[src/sv/assert_macros.svh]
// Assertion macros used by the top-level RTL file.
`ifndef ASSERT_MACROS_SVH
`define ASSERT_MACROS_SVH
`ifndef SYNTHESIS
// Expression must hold at every clock edge out of reset.
`define NRSR_ASSERT_ALWAYS(lbl, clk_s, rstn_s, expr, msg) \
    lbl: assert property (@(posedge clk_s) disable iff (!rstn_s) (expr)) else $error(msg);
// Antecedent on this edge implies consequent on the next edge.
`define NRSR_ASSERT_NEXT(lbl, clk_s, rstn_s, ante, cons, msg) \
    lbl: assert property (@(posedge clk_s) disable iff (!rstn_s) (ante) |=> (cons)) \
        else $error(msg);
`else
`define NRSR_ASSERT_ALWAYS(lbl, clk_s, rstn_s, expr, msg)
`define NRSR_ASSERT_NEXT(lbl, clk_s, rstn_s, ante, cons, msg)
`endif
`endif

[src/sv/nrsr_pkg.sv]
// Types and constants for the nearest-range sector ranker.
package nrsr_pkg;

    localparam int DIST_W = 16;
    localparam int TAG_W  = 6;
    localparam int RANK_W = 3;

    typedef struct packed {
        logic              valid;
        logic [DIST_W-1:0] dist_val;
        logic [TAG_W-1:0]  tag;
    } entry_t;

endpackage

[src/sv/nrsr_cell.sv]
// One compare-and-shift cell of the sorted top-K chain.
module nrsr_cell (
    input  logic                          clk,
    input  logic                          rst_n,
    input  logic                          ins_en,
    input  logic                          clear,
    input  logic [nrsr_pkg::DIST_W-1:0]   new_dist,
    input  logic [nrsr_pkg::TAG_W-1:0]    new_tag,
    input  logic                          prev_cond,
    input  nrsr_pkg::entry_t              prev_entry,
    output logic                          cond,
    output nrsr_pkg::entry_t              entry,
    output nrsr_pkg::entry_t              entry_next
);
    import nrsr_pkg::*;

    logic              valid_reg;
    logic [DIST_W-1:0] dist_reg;
    logic [TAG_W-1:0]  tag_reg;
    logic              valid_next;

    // New reading belongs at or before this slot (ties go ahead).
    assign cond = !valid_reg || (new_dist <= dist_reg);

    assign entry = '{valid: valid_reg, dist_val: dist_reg, tag: tag_reg};

    always_comb
    begin
        if (prev_cond)
        begin
            entry_next = prev_entry;
        end
        else if (cond)
        begin
            entry_next = '{valid: 1'b1, dist_val: new_dist, tag: new_tag};
        end
        else
        begin
            entry_next = entry;
        end
    end

    assign valid_next = clear ? 1'b0 : entry_next.valid;

    always_ff @(posedge clk or negedge rst_n)
    begin
        if (!rst_n)
        begin
            valid_reg <= 1'b0;
        end
        else if (ins_en)
        begin
            valid_reg <= valid_next;
        end
    end

    always_ff @(posedge clk)
    begin
        if (ins_en)
        begin
            dist_reg <= entry_next.dist_val;
            tag_reg  <= entry_next.tag;
        end
    end

endmodule

[src/sv/nrsr_drain_slot.sv]
// One slot of the result drain chain: loads a snapshot, shifts toward the output.
module nrsr_drain_slot (
    input  logic              clk,
    input  logic              rst_n,
    input  logic              load,
    input  nrsr_pkg::entry_t  snap,
    input  logic              shift,
    input  nrsr_pkg::entry_t  upstream,
    output nrsr_pkg::entry_t  entry
);
    import nrsr_pkg::*;

    logic              valid_reg;
    logic [DIST_W-1:0] dist_reg;
    logic [TAG_W-1:0]  tag_reg;

    assign entry = '{valid: valid_reg, dist_val: dist_reg, tag: tag_reg};

    always_ff @(posedge clk or negedge rst_n)
    begin
        if (!rst_n)
        begin
            valid_reg <= 1'b0;
        end
        else if (load)
        begin
            valid_reg <= snap.valid;
        end
        else if (shift)
        begin
            valid_reg <= upstream.valid;
        end
    end

    always_ff @(posedge clk)
    begin
        if (load)
        begin
            dist_reg <= snap.dist_val;
            tag_reg  <= snap.tag;
        end
        else if (shift)
        begin
            dist_reg <= upstream.dist_val;
            tag_reg  <= upstream.tag;
        end
    end

endmodule

[src/sv/nearest_range_sector_ranker.sv]
// Top level of the nearest-range sector ranker.
// Takes one range reading per sector transaction, tags it with its sector
// number (0 upward within a frame) and keeps the TOP_K nearest readings in a
// chain of compare cells sorted by ascending distance; a new reading goes
// ahead of stored readings of equal distance. Only the TOP_K nearest are
// kept, since readings ranked below TOP_K can never rise into the top.
// A frame ends on a transaction with frame_end set or on the NUM_SECTORS-th
// reading. On that transaction the sorted top entries are copied into an
// output drain chain and the sort chain is emptied, so the next reading
// starts a new frame as sector 0. The drain chain then presents
// min(readings, TOP_K) result transactions in rank order, rank 0 nearest,
// with last_result set on the final one.
// Rate: a reading is taken every cycle while in_stall is low (each cell
// compares and shifts on every accepted reading). After a frame-ending
// transaction in_stall stays high while the drain chain empties, one result
// per cycle when out_stall is low; out_stall holds the drain.
module nearest_range_sector_ranker #(
    parameter int NUM_SECTORS = 36,
    parameter int TOP_K       = 3
) (
    input  logic                          clk,
    input  logic                          rst_n,
    input  logic                          in_valid,
    output logic                          in_stall,
    input  logic [nrsr_pkg::DIST_W-1:0]   distance,
    input  logic                          frame_end,
    output logic                          out_valid,
    input  logic                          out_stall,
    output logic [nrsr_pkg::RANK_W-1:0]   rank,
    output logic [nrsr_pkg::TAG_W-1:0]    sector_index,
    output logic [nrsr_pkg::DIST_W-1:0]   ranked_distance,
    output logic                          last_result
);
    import nrsr_pkg::*;

`include "assert_macros.svh"

    localparam int CNT_W = $clog2(NUM_SECTORS);

    // Sector counter for the current frame.
    logic [CNT_W-1:0]  count_reg;
    logic [CNT_W-1:0]  count_next;
    logic [RANK_W-1:0] rank_reg;
    logic [RANK_W-1:0] rank_next;

    logic in_xact;
    logic out_xact;
    logic frame_done;
    logic [TAG_W-1:0] new_tag;

    // Sort chain: cond/entry of cell i feed cell i+1.
    logic   [TOP_K-1:0] cell_cond;
    entry_t             cell_entry [TOP_K];
    entry_t             cell_snap  [TOP_K];
    logic   [TOP_K-1:0] cell_valid;

    // Drain chain, with an always-empty slot past the end.
    entry_t drain_entry [TOP_K+1];

    assign in_xact    = in_valid && !in_stall;
    assign out_xact   = out_valid && !out_stall;
    assign frame_done = frame_end || (count_reg == CNT_W'(NUM_SECTORS - 1));
    assign new_tag    = TAG_W'(count_reg);

    // Hold off new readings while a frame's results drain.
    assign in_stall = drain_entry[0].valid;

    genvar gi;
    generate
        for (gi = 0; gi < TOP_K; gi++)
        begin : g_sort
            logic   pcond;
            entry_t pentry;
            if (gi == 0)
            begin : g_head
                assign pcond  = 1'b0;
                assign pentry = '0;
            end
            else
            begin : g_body
                assign pcond  = cell_cond[gi-1];
                assign pentry = cell_entry[gi-1];
            end

            nrsr_cell u_cell (
                .clk        (clk),
                .rst_n      (rst_n),
                .ins_en     (in_xact),
                .clear      (frame_done),
                .new_dist   (distance),
                .new_tag    (new_tag),
                .prev_cond  (pcond),
                .prev_entry (pentry),
                .cond       (cell_cond[gi]),
                .entry      (cell_entry[gi]),
                .entry_next (cell_snap[gi])
            );

            assign cell_valid[gi] = cell_entry[gi].valid;

            nrsr_drain_slot u_slot (
                .clk      (clk),
                .rst_n    (rst_n),
                .load     (in_xact && frame_done),
                .snap     (cell_snap[gi]),
                .shift    (out_xact),
                .upstream (drain_entry[gi+1]),
                .entry    (drain_entry[gi])
            );
        end
    endgenerate

    assign drain_entry[TOP_K] = '0;

    always_comb
    begin
        count_next = count_reg;
        if (in_xact)
        begin
            count_next = frame_done ? '0 : count_reg + 1'b1;
        end
    end

    // Rank restarts at each snapshot and steps with every result taken.
    always_comb
    begin
        rank_next = rank_reg;
        if (in_xact && frame_done)
        begin
            rank_next = '0;
        end
        else if (out_xact)
        begin
            rank_next = rank_reg + 1'b1;
        end
    end

    always_ff @(posedge clk or negedge rst_n)
    begin
        if (!rst_n)
        begin
            count_reg <= '0;
            rank_reg  <= '0;
        end
        else
        begin
            count_reg <= count_next;
            rank_reg  <= rank_next;
        end
    end

    assign out_valid       = drain_entry[0].valid;
    assign rank            = rank_reg;
    assign sector_index    = drain_entry[0].tag;
    assign ranked_distance = drain_entry[0].dist_val;
    assign last_result     = !drain_entry[1].valid;

    // Occupied cells always form a prefix of the sort chain.
    `NRSR_ASSERT_ALWAYS(a_sort_prefix, clk, rst_n,
        (cell_valid & (cell_valid + 1'b1)) == '0, "sort chain valid bits not a prefix")
    // A frame-ending reading always yields at least one result.
    `NRSR_ASSERT_NEXT(a_frame_emits, clk, rst_n, in_xact && frame_done,
        out_valid && (rank == '0), "frame end produced no rank-0 result")
    // A result that is not the last one is followed by another.
    `NRSR_ASSERT_NEXT(a_drain_cont, clk, rst_n, out_xact && !last_result,
        out_valid, "result chain broke before last_result")
    // Sort chain is empty when a frame's drain starts.
    `NRSR_ASSERT_ALWAYS(a_empty_drain, clk, rst_n,
        !(out_valid && (rank == '0)) || (cell_valid == '0) || $past(out_valid),
        "sort chain not cleared at frame end")

endmodule
[config.mk]
export PLATFORM = sky130hd
export DESIGN_NAME = nearest_range_sector_ranker
export DESIGN_NICKNAME = d
export VERILOG_FILES = /design/src/sv/nrsr_pkg.sv /design/src/sv/nrsr_cell.sv /design/src/sv/nrsr_drain_slot.sv /design/src/sv/nearest_range_sector_ranker.sv
export VERILOG_INCLUDE_DIRS = /design/src /design/src/sv
export SDC_FILE = /design/constraint.sdc
export NUM_CORES = 1
export LEC_CHECK = 0
export BUFFER_PORTS_ARGS = -buffer_cell sky130_fd_sc_hd__buf_2
export CORE_UTILIZATION = 42
export CTS_BUF_LIST = sky130_fd_sc_hd__clkbuf_4 sky130_fd_sc_hd__clkbuf_8
export DETAILED_ROUTE_END_ITERATION = 10
export GPL_ROUTABILITY_DRIVEN = 0
export PLACE_DENSITY = 0.58
export SYNTH_ARGS = -nofsm -noshare
export SYNTH_HDL_FRONTEND = slang
export SYNTH_SLANG_ARGS = --single-unit
[constraint.sdc]
create_clock -name clk -period 5.4 [get_ports clk]
set_clock_uncertainty 0.05 [all_clocks]
set_input_delay 0.27 -clock clk [delete_from_list [all_inputs] [get_ports clk]]
set_output_delay 0.27 -clock clk [all_outputs]
set_load 0.01 [all_outputs]
Word level (Yosys, flattened, before mapping) --
Index checks and enable logic that the tools add are counted.
Word-level totals: bits in registers 147, output and inout port bits 28, word-level logic and storage cells 69, bits of input ports 21
Operators by class: reductions and logical operators 14, $lt $le $gt $ge 3, multiplexer cells 29, add/subtract/negate cells 2, eq/ne operators 1
Operators with widths (number):
- two-way mux 23 bit | 5
- two-way mux 16 bit | 6
- less-or-equal comparator 16 bit | 3
- two-way mux 6 bit | 7
- two-way mux 1 bit | 9
- adder 6 x 1 -> 6 bit, second input constant | 1
- equality test 6 bit, second input constant | 1
- logical NOT 1 bit | 6
- two-way mux 3 bit | 2
- logical OR 1 bit | 4
- adder 3 x 1 -> 3 bit, second input constant | 1
- logical AND 1 bit | 3
- nonzero test 2 bit | 1

Logic depth before layout (Yosys ltp) --
depth in word-level cells 5, gate-level depth with buffers 12, mapped depth without buffers 8

Cells and area by module --
Synthesis repeated with hierarchy kept, for this count alone.
Second synthesis, totals: cells, all modules 945, area total of the unflattened synthesis 10151.0 um2
By module, submodules not included:
- nrsr_cell | area each 2129.5 um2, cells an instance 243, sequential area each 685.7 um2, instances 3
- nrsr_drain_slot | area each 1076.0 um2, cells an instance 53, sequential area each 685.7 um2, instances 3
- nearest_range_sector_ranker | area each 534.3 um2, cells an instance 57, sequential area each 225.2 um2, instances 1

Least setup slack after synthesis --
Ideal clock, no wire load.
path type reg2reg, start point register g_sort[0].u_slot.valid_reg, end point register g_sort[0].u_slot.dist_reg[0] (enable), cell stages (with the launch flop) 8, arrival 4.249 ns, clock period less this slack 4.725 ns, required time 4.924 ns, setup time 0.426 ns, slack 0.675 ns, cell sequence dfrtp_1 > nand2b_1 > clkbuf_1 > inv_1 > nand2_1 > clkbuf_1 > buf_1 > nand2_1
On the way: cells in the longest elaborated chain, start to end 4, elaborated cells on any way between the ends 5, classes of those cells reduce/logical (5)
Ends and longest elaborated chain:
- start: declaration | line nrsr_drain_slot.sv:13 | logic valid_reg;
- start signal: assignment | line nrsr_drain_slot.sv:27 | valid_reg <= snap.valid;
- start signal: assignment | line nrsr_drain_slot.sv:31 | valid_reg <= upstream.valid;
- logical NOT 1 bit | line nearest_range_sector_ranker.sv:60 | assign in_xact = in_valid && !in_stall;
- logical AND 1 bit | line nearest_range_sector_ranker.sv:60
- via g_sort[0].u_cell.ins_en | line nrsr_cell.sv:5 | input logic ins_en,
- logical AND 1 bit | line nearest_range_sector_ranker.sv:104 | .load (in_xact && frame_done),
- nonzero test 2 bit (no line)
- end signal: assignment | line nrsr_drain_slot.sv:39 | dist_reg <= snap.dist_val;
- end signal: assignment | line nrsr_drain_slot.sv:44 | dist_reg <= upstream.dist_val;
- end: declaration | line nrsr_drain_slot.sv:14 | logic [DIST_W-1:0] dist_reg;
The timed path passes the listed nets, and every way through them passes these cells. A chain may end at the register's enable or synchronous reset.

==> impl_metrics.tcl <==
set metrics [dict create \
    synthFlopType "edfxtp_1" \
    final_common_cell "edfxtp_1" \
    netlist_instances 785 \
    via_per_inst 5.85 \
    worst-endpoint-arrival_ns 3.95 \
    tightest_slew_ns 1.06 \
    wl_per_cell_um 20.1 \
    yosysWarnings 0 \
    core_um2 20300 \
    portBuffers 48 \
    use_met2_pct 33.3 \
    synth_edf_count 132 \
    drc_errors 0 \
    cts.root.buffer_cell "clkbuf_8" \
    clk_pin_slew_ns 0.09 \
    drtIter0Drc 580 \
    track_usage_pct 20.8 \
    dp_hpwl_mm 12.8 \
    die_h_um 146 \
    drv_slew 0 \
    regArea_um2 4340 \
    die_w_um 146 \
    synth_cell_type_count 54 \
    synth_area_um2 8730 \
    yosys.area_share.adder_pct 7.17 \
    layout_min_cycle_time_ns 3.79 \
    maxCapViolCount 0 \
    critPathLaunch "g_sort[0].u_cell.dist_reg[13]" \
    syn2layout_area_growth_pct 8.27 \
    ant_nets 0 \
    grt.busiest_layer "met2" \
    ys_seq_area_share_pct 49.7 \
    path_delay_family "compound AO/OA/AOI/OAI gates" \
    crit_chain "inv_1, ha_1, nand4_1, or4_4, a21o_1, a31oi_4, buf_4, mux2_4, mux2_2" \
    initial_utilization_pct 43.0 \
    ys_ff_latch 147 \
    crit_path_end_kind "flop" \
    fp.dieArea_um2 21400 \
    required_ns 5.56 \
    rows 52 \
    clock-sinks 147 \
    rsz0062_at_grt "false" \
    setup_tns_ns 0 \
    grt_pass1_vias 6329 \
    grt-ovfl-total 0 \
    synth-simple-area-share_pct 8.56 \
    crit_slowest_cell "a31oi_4" \
    cp.depth 9 \
    reg2reg_setup_slack_ns 1.61 \
    rr_endpoint "g_sort[0].u_slot.dist_reg[14]" \
    critPathBufInv 2 \
    wirelength_mm 21.5 \
    timing.rr.start "g_sort[0].u_cell.dist_reg[13]" \
    crit_path_end "g_sort[0].u_slot.dist_reg[14]" \
    synth_top_family_by_area "compound AO/OA/AOI/OAI gates" \
    worstRegToRegCells 9 \
    grt_max_degree 72 \
    synthMuxAreaShare_pct 8.89 \
    final_core_util_pct 46.6 \
    cts_buffers 17 \
    status "finished clean" \
    fmax_mhz 264 \
    clockBufferDepth 2 \
    htree_levels 4 \
    finalCritPeriodShare_pct 70.1 \
    multi_input_comb_area_um2 3750 \
    postLayoutCellArea_um2 9450 \
    cts_tree "yes" \
    slew_headroom_pct 29.6 \
    layout.nets 858 \
    antenna_found_initial 0 \
    dr.pass1.iters 5 \
    synth-compound-area-share_pct 17.7 \
    post_dp_cell_area_um2 9000 \
    synth_xor_area_share_pct 0.201 \
    worstPathMaxFanout 24 \
    power_leakage_nw 3.76 \
    use_met3_pct 3.97 \
    grt_pass1_wl_mm 34.5 \
    slowest_delay_ns 0.68 \
    syn_nets 856 \
    start_kind "flop" \
    fillerInstances 1918 \
    use_met1_pct 27.9 \
    final_cell_mix "edfxtp_1, a21oi_1, nand2_1, inv_1, ha_1" \
    peakVddDrop_mv 0.186 \
    antenna_cells 0 \
    num_vias 6263 \
    setup_viol 0 \
    syn_area_per_cell_um2 11.1 \
    ios 49 \
    clk_latency_ns 0.46 \
    ctsResizeCount 0 \
    synth_async_sr_flop_share_pct 10.2 \
    min_path_type "in -> reg" \
    path_class "reg -> reg" \
    hold_viol_final 0 \
    layout-drive-gt1-share_pct 20.4 \
    p_per_area_nw_per_um2 411 \
]
worst min-delay path, delay by kind of cell:
kind / cells / cell delay [ns]
and+or+nand+nor: 1 / 0.07
AOI/OAI and AO/OA: 1 / 0.09
buffers and inverters: 1 / 0.10
power by group:
group	switching [mW]	internal, mW
clock network	0.463	0.516
logic	0.749	0.425
registers	0.135	1.59
cell families after synthesis:
group	count (synthesis)
XOR/XNOR	2
multiplexers	66
adder cells (fa/ha/maj)	50
AO/OA/AOI/OAI	230
AND/OR/NAND/NOR	158
flip-flops	147
buffers and inverters	132
per-layer routing:
| metal | share of wire (%) | up-vias |
|---|---|---|
| met3 | 5.3 | 34 |
| li1 | - | 2956 |
| met4 | 2.4 | 0 |
| met1 | 46 | 3080 |
| met2 | 47 | 193 |
| met5 | 0 | - |
through the flow:
stage / total power, mW / cells / setup WS [ns] / hold slack [ns]
after floorplan: 2.62 / 785 / 0.675 / -0.0756
after global placement: 2.89 / 1037 / 1.69 / 0.137
after detailed placement: 2.92 / 1037 / 1.63 / 0.148
after CTS: 3.91 / 1070 / 1.61 / 0.0276
after global routing: 4.10 / 1070 / 1.45 / 0.0583
final: 3.88 / 1070 / 1.61 / 0.0487
synthesized netlist by cell type, types with 2 or more instances:
cell	instances	area share, %
a31oi_1	21	1.5
o31ai_1	23	2.0
mux2_2	28	3.6
a211oi_1	24	2.1
clkbuf_1	31	1.3
inv_1	52	2.2
nand2_1	67	2.9
nor2b_1	7	0.50
o21ai_0	34	1.9
a21boi_0	2	0.17
buf_6	5	0.65
o221ai_1	12	1.2
mux2i_1	22	2.5
nand4_1	31	2.2
buf_4	27	2.3
a21oi_1	85	4.9
edfxtp_1	132	45
nand2b_1	4	0.29
nor4_1	2	0.14
dfrtp_1	15	4.3
or3_1	2	0.14
o211ai_1	3	0.26
nand3_1	6	0.34
nor2_1	31	1.3
buf_2	13	0.75
mux2_4	16	2.8
o221ai_2	10	1.7
a21o_1	5	0.43
ha_1	50	7.2
final cells by class:
type,count,area share (%)
inverter,52,2.07
multi-input combinational,506,39.7
clock buffer,18,2.56
sequential,147,45.9
clock inverter,14,2.13
tap,270,3.57
timing repair buffer,63,4.02
how the worst min path moves through the flow:
stage	depth (start not counted)	slack, ns	startpoint	endpoint
6_report	3	0.05	out_stall	g_sort[0].u_slot.valid_reg
5_1_grt	3	0.06	out_stall	g_sort[0].u_slot.valid_reg
4_1_cts	3	0.03	out_stall	g_sort[0].u_slot.valid_reg
3_5_place_dp	1	0.15	rst_n	g_sort[0].u_slot.valid_reg
3_3_place_gp	1	0.14	rst_n	rank[0]
2_1_floorplan	0	-0.08	rst_n	count_reg[0]
timing repair:
action	4_1_cts	5_1_grt
hold buffers	1	0
endpoints found under the hold margin	15	0
buffers inserted	0	0
Note: power is estimated with default switching activity, not from simulation.
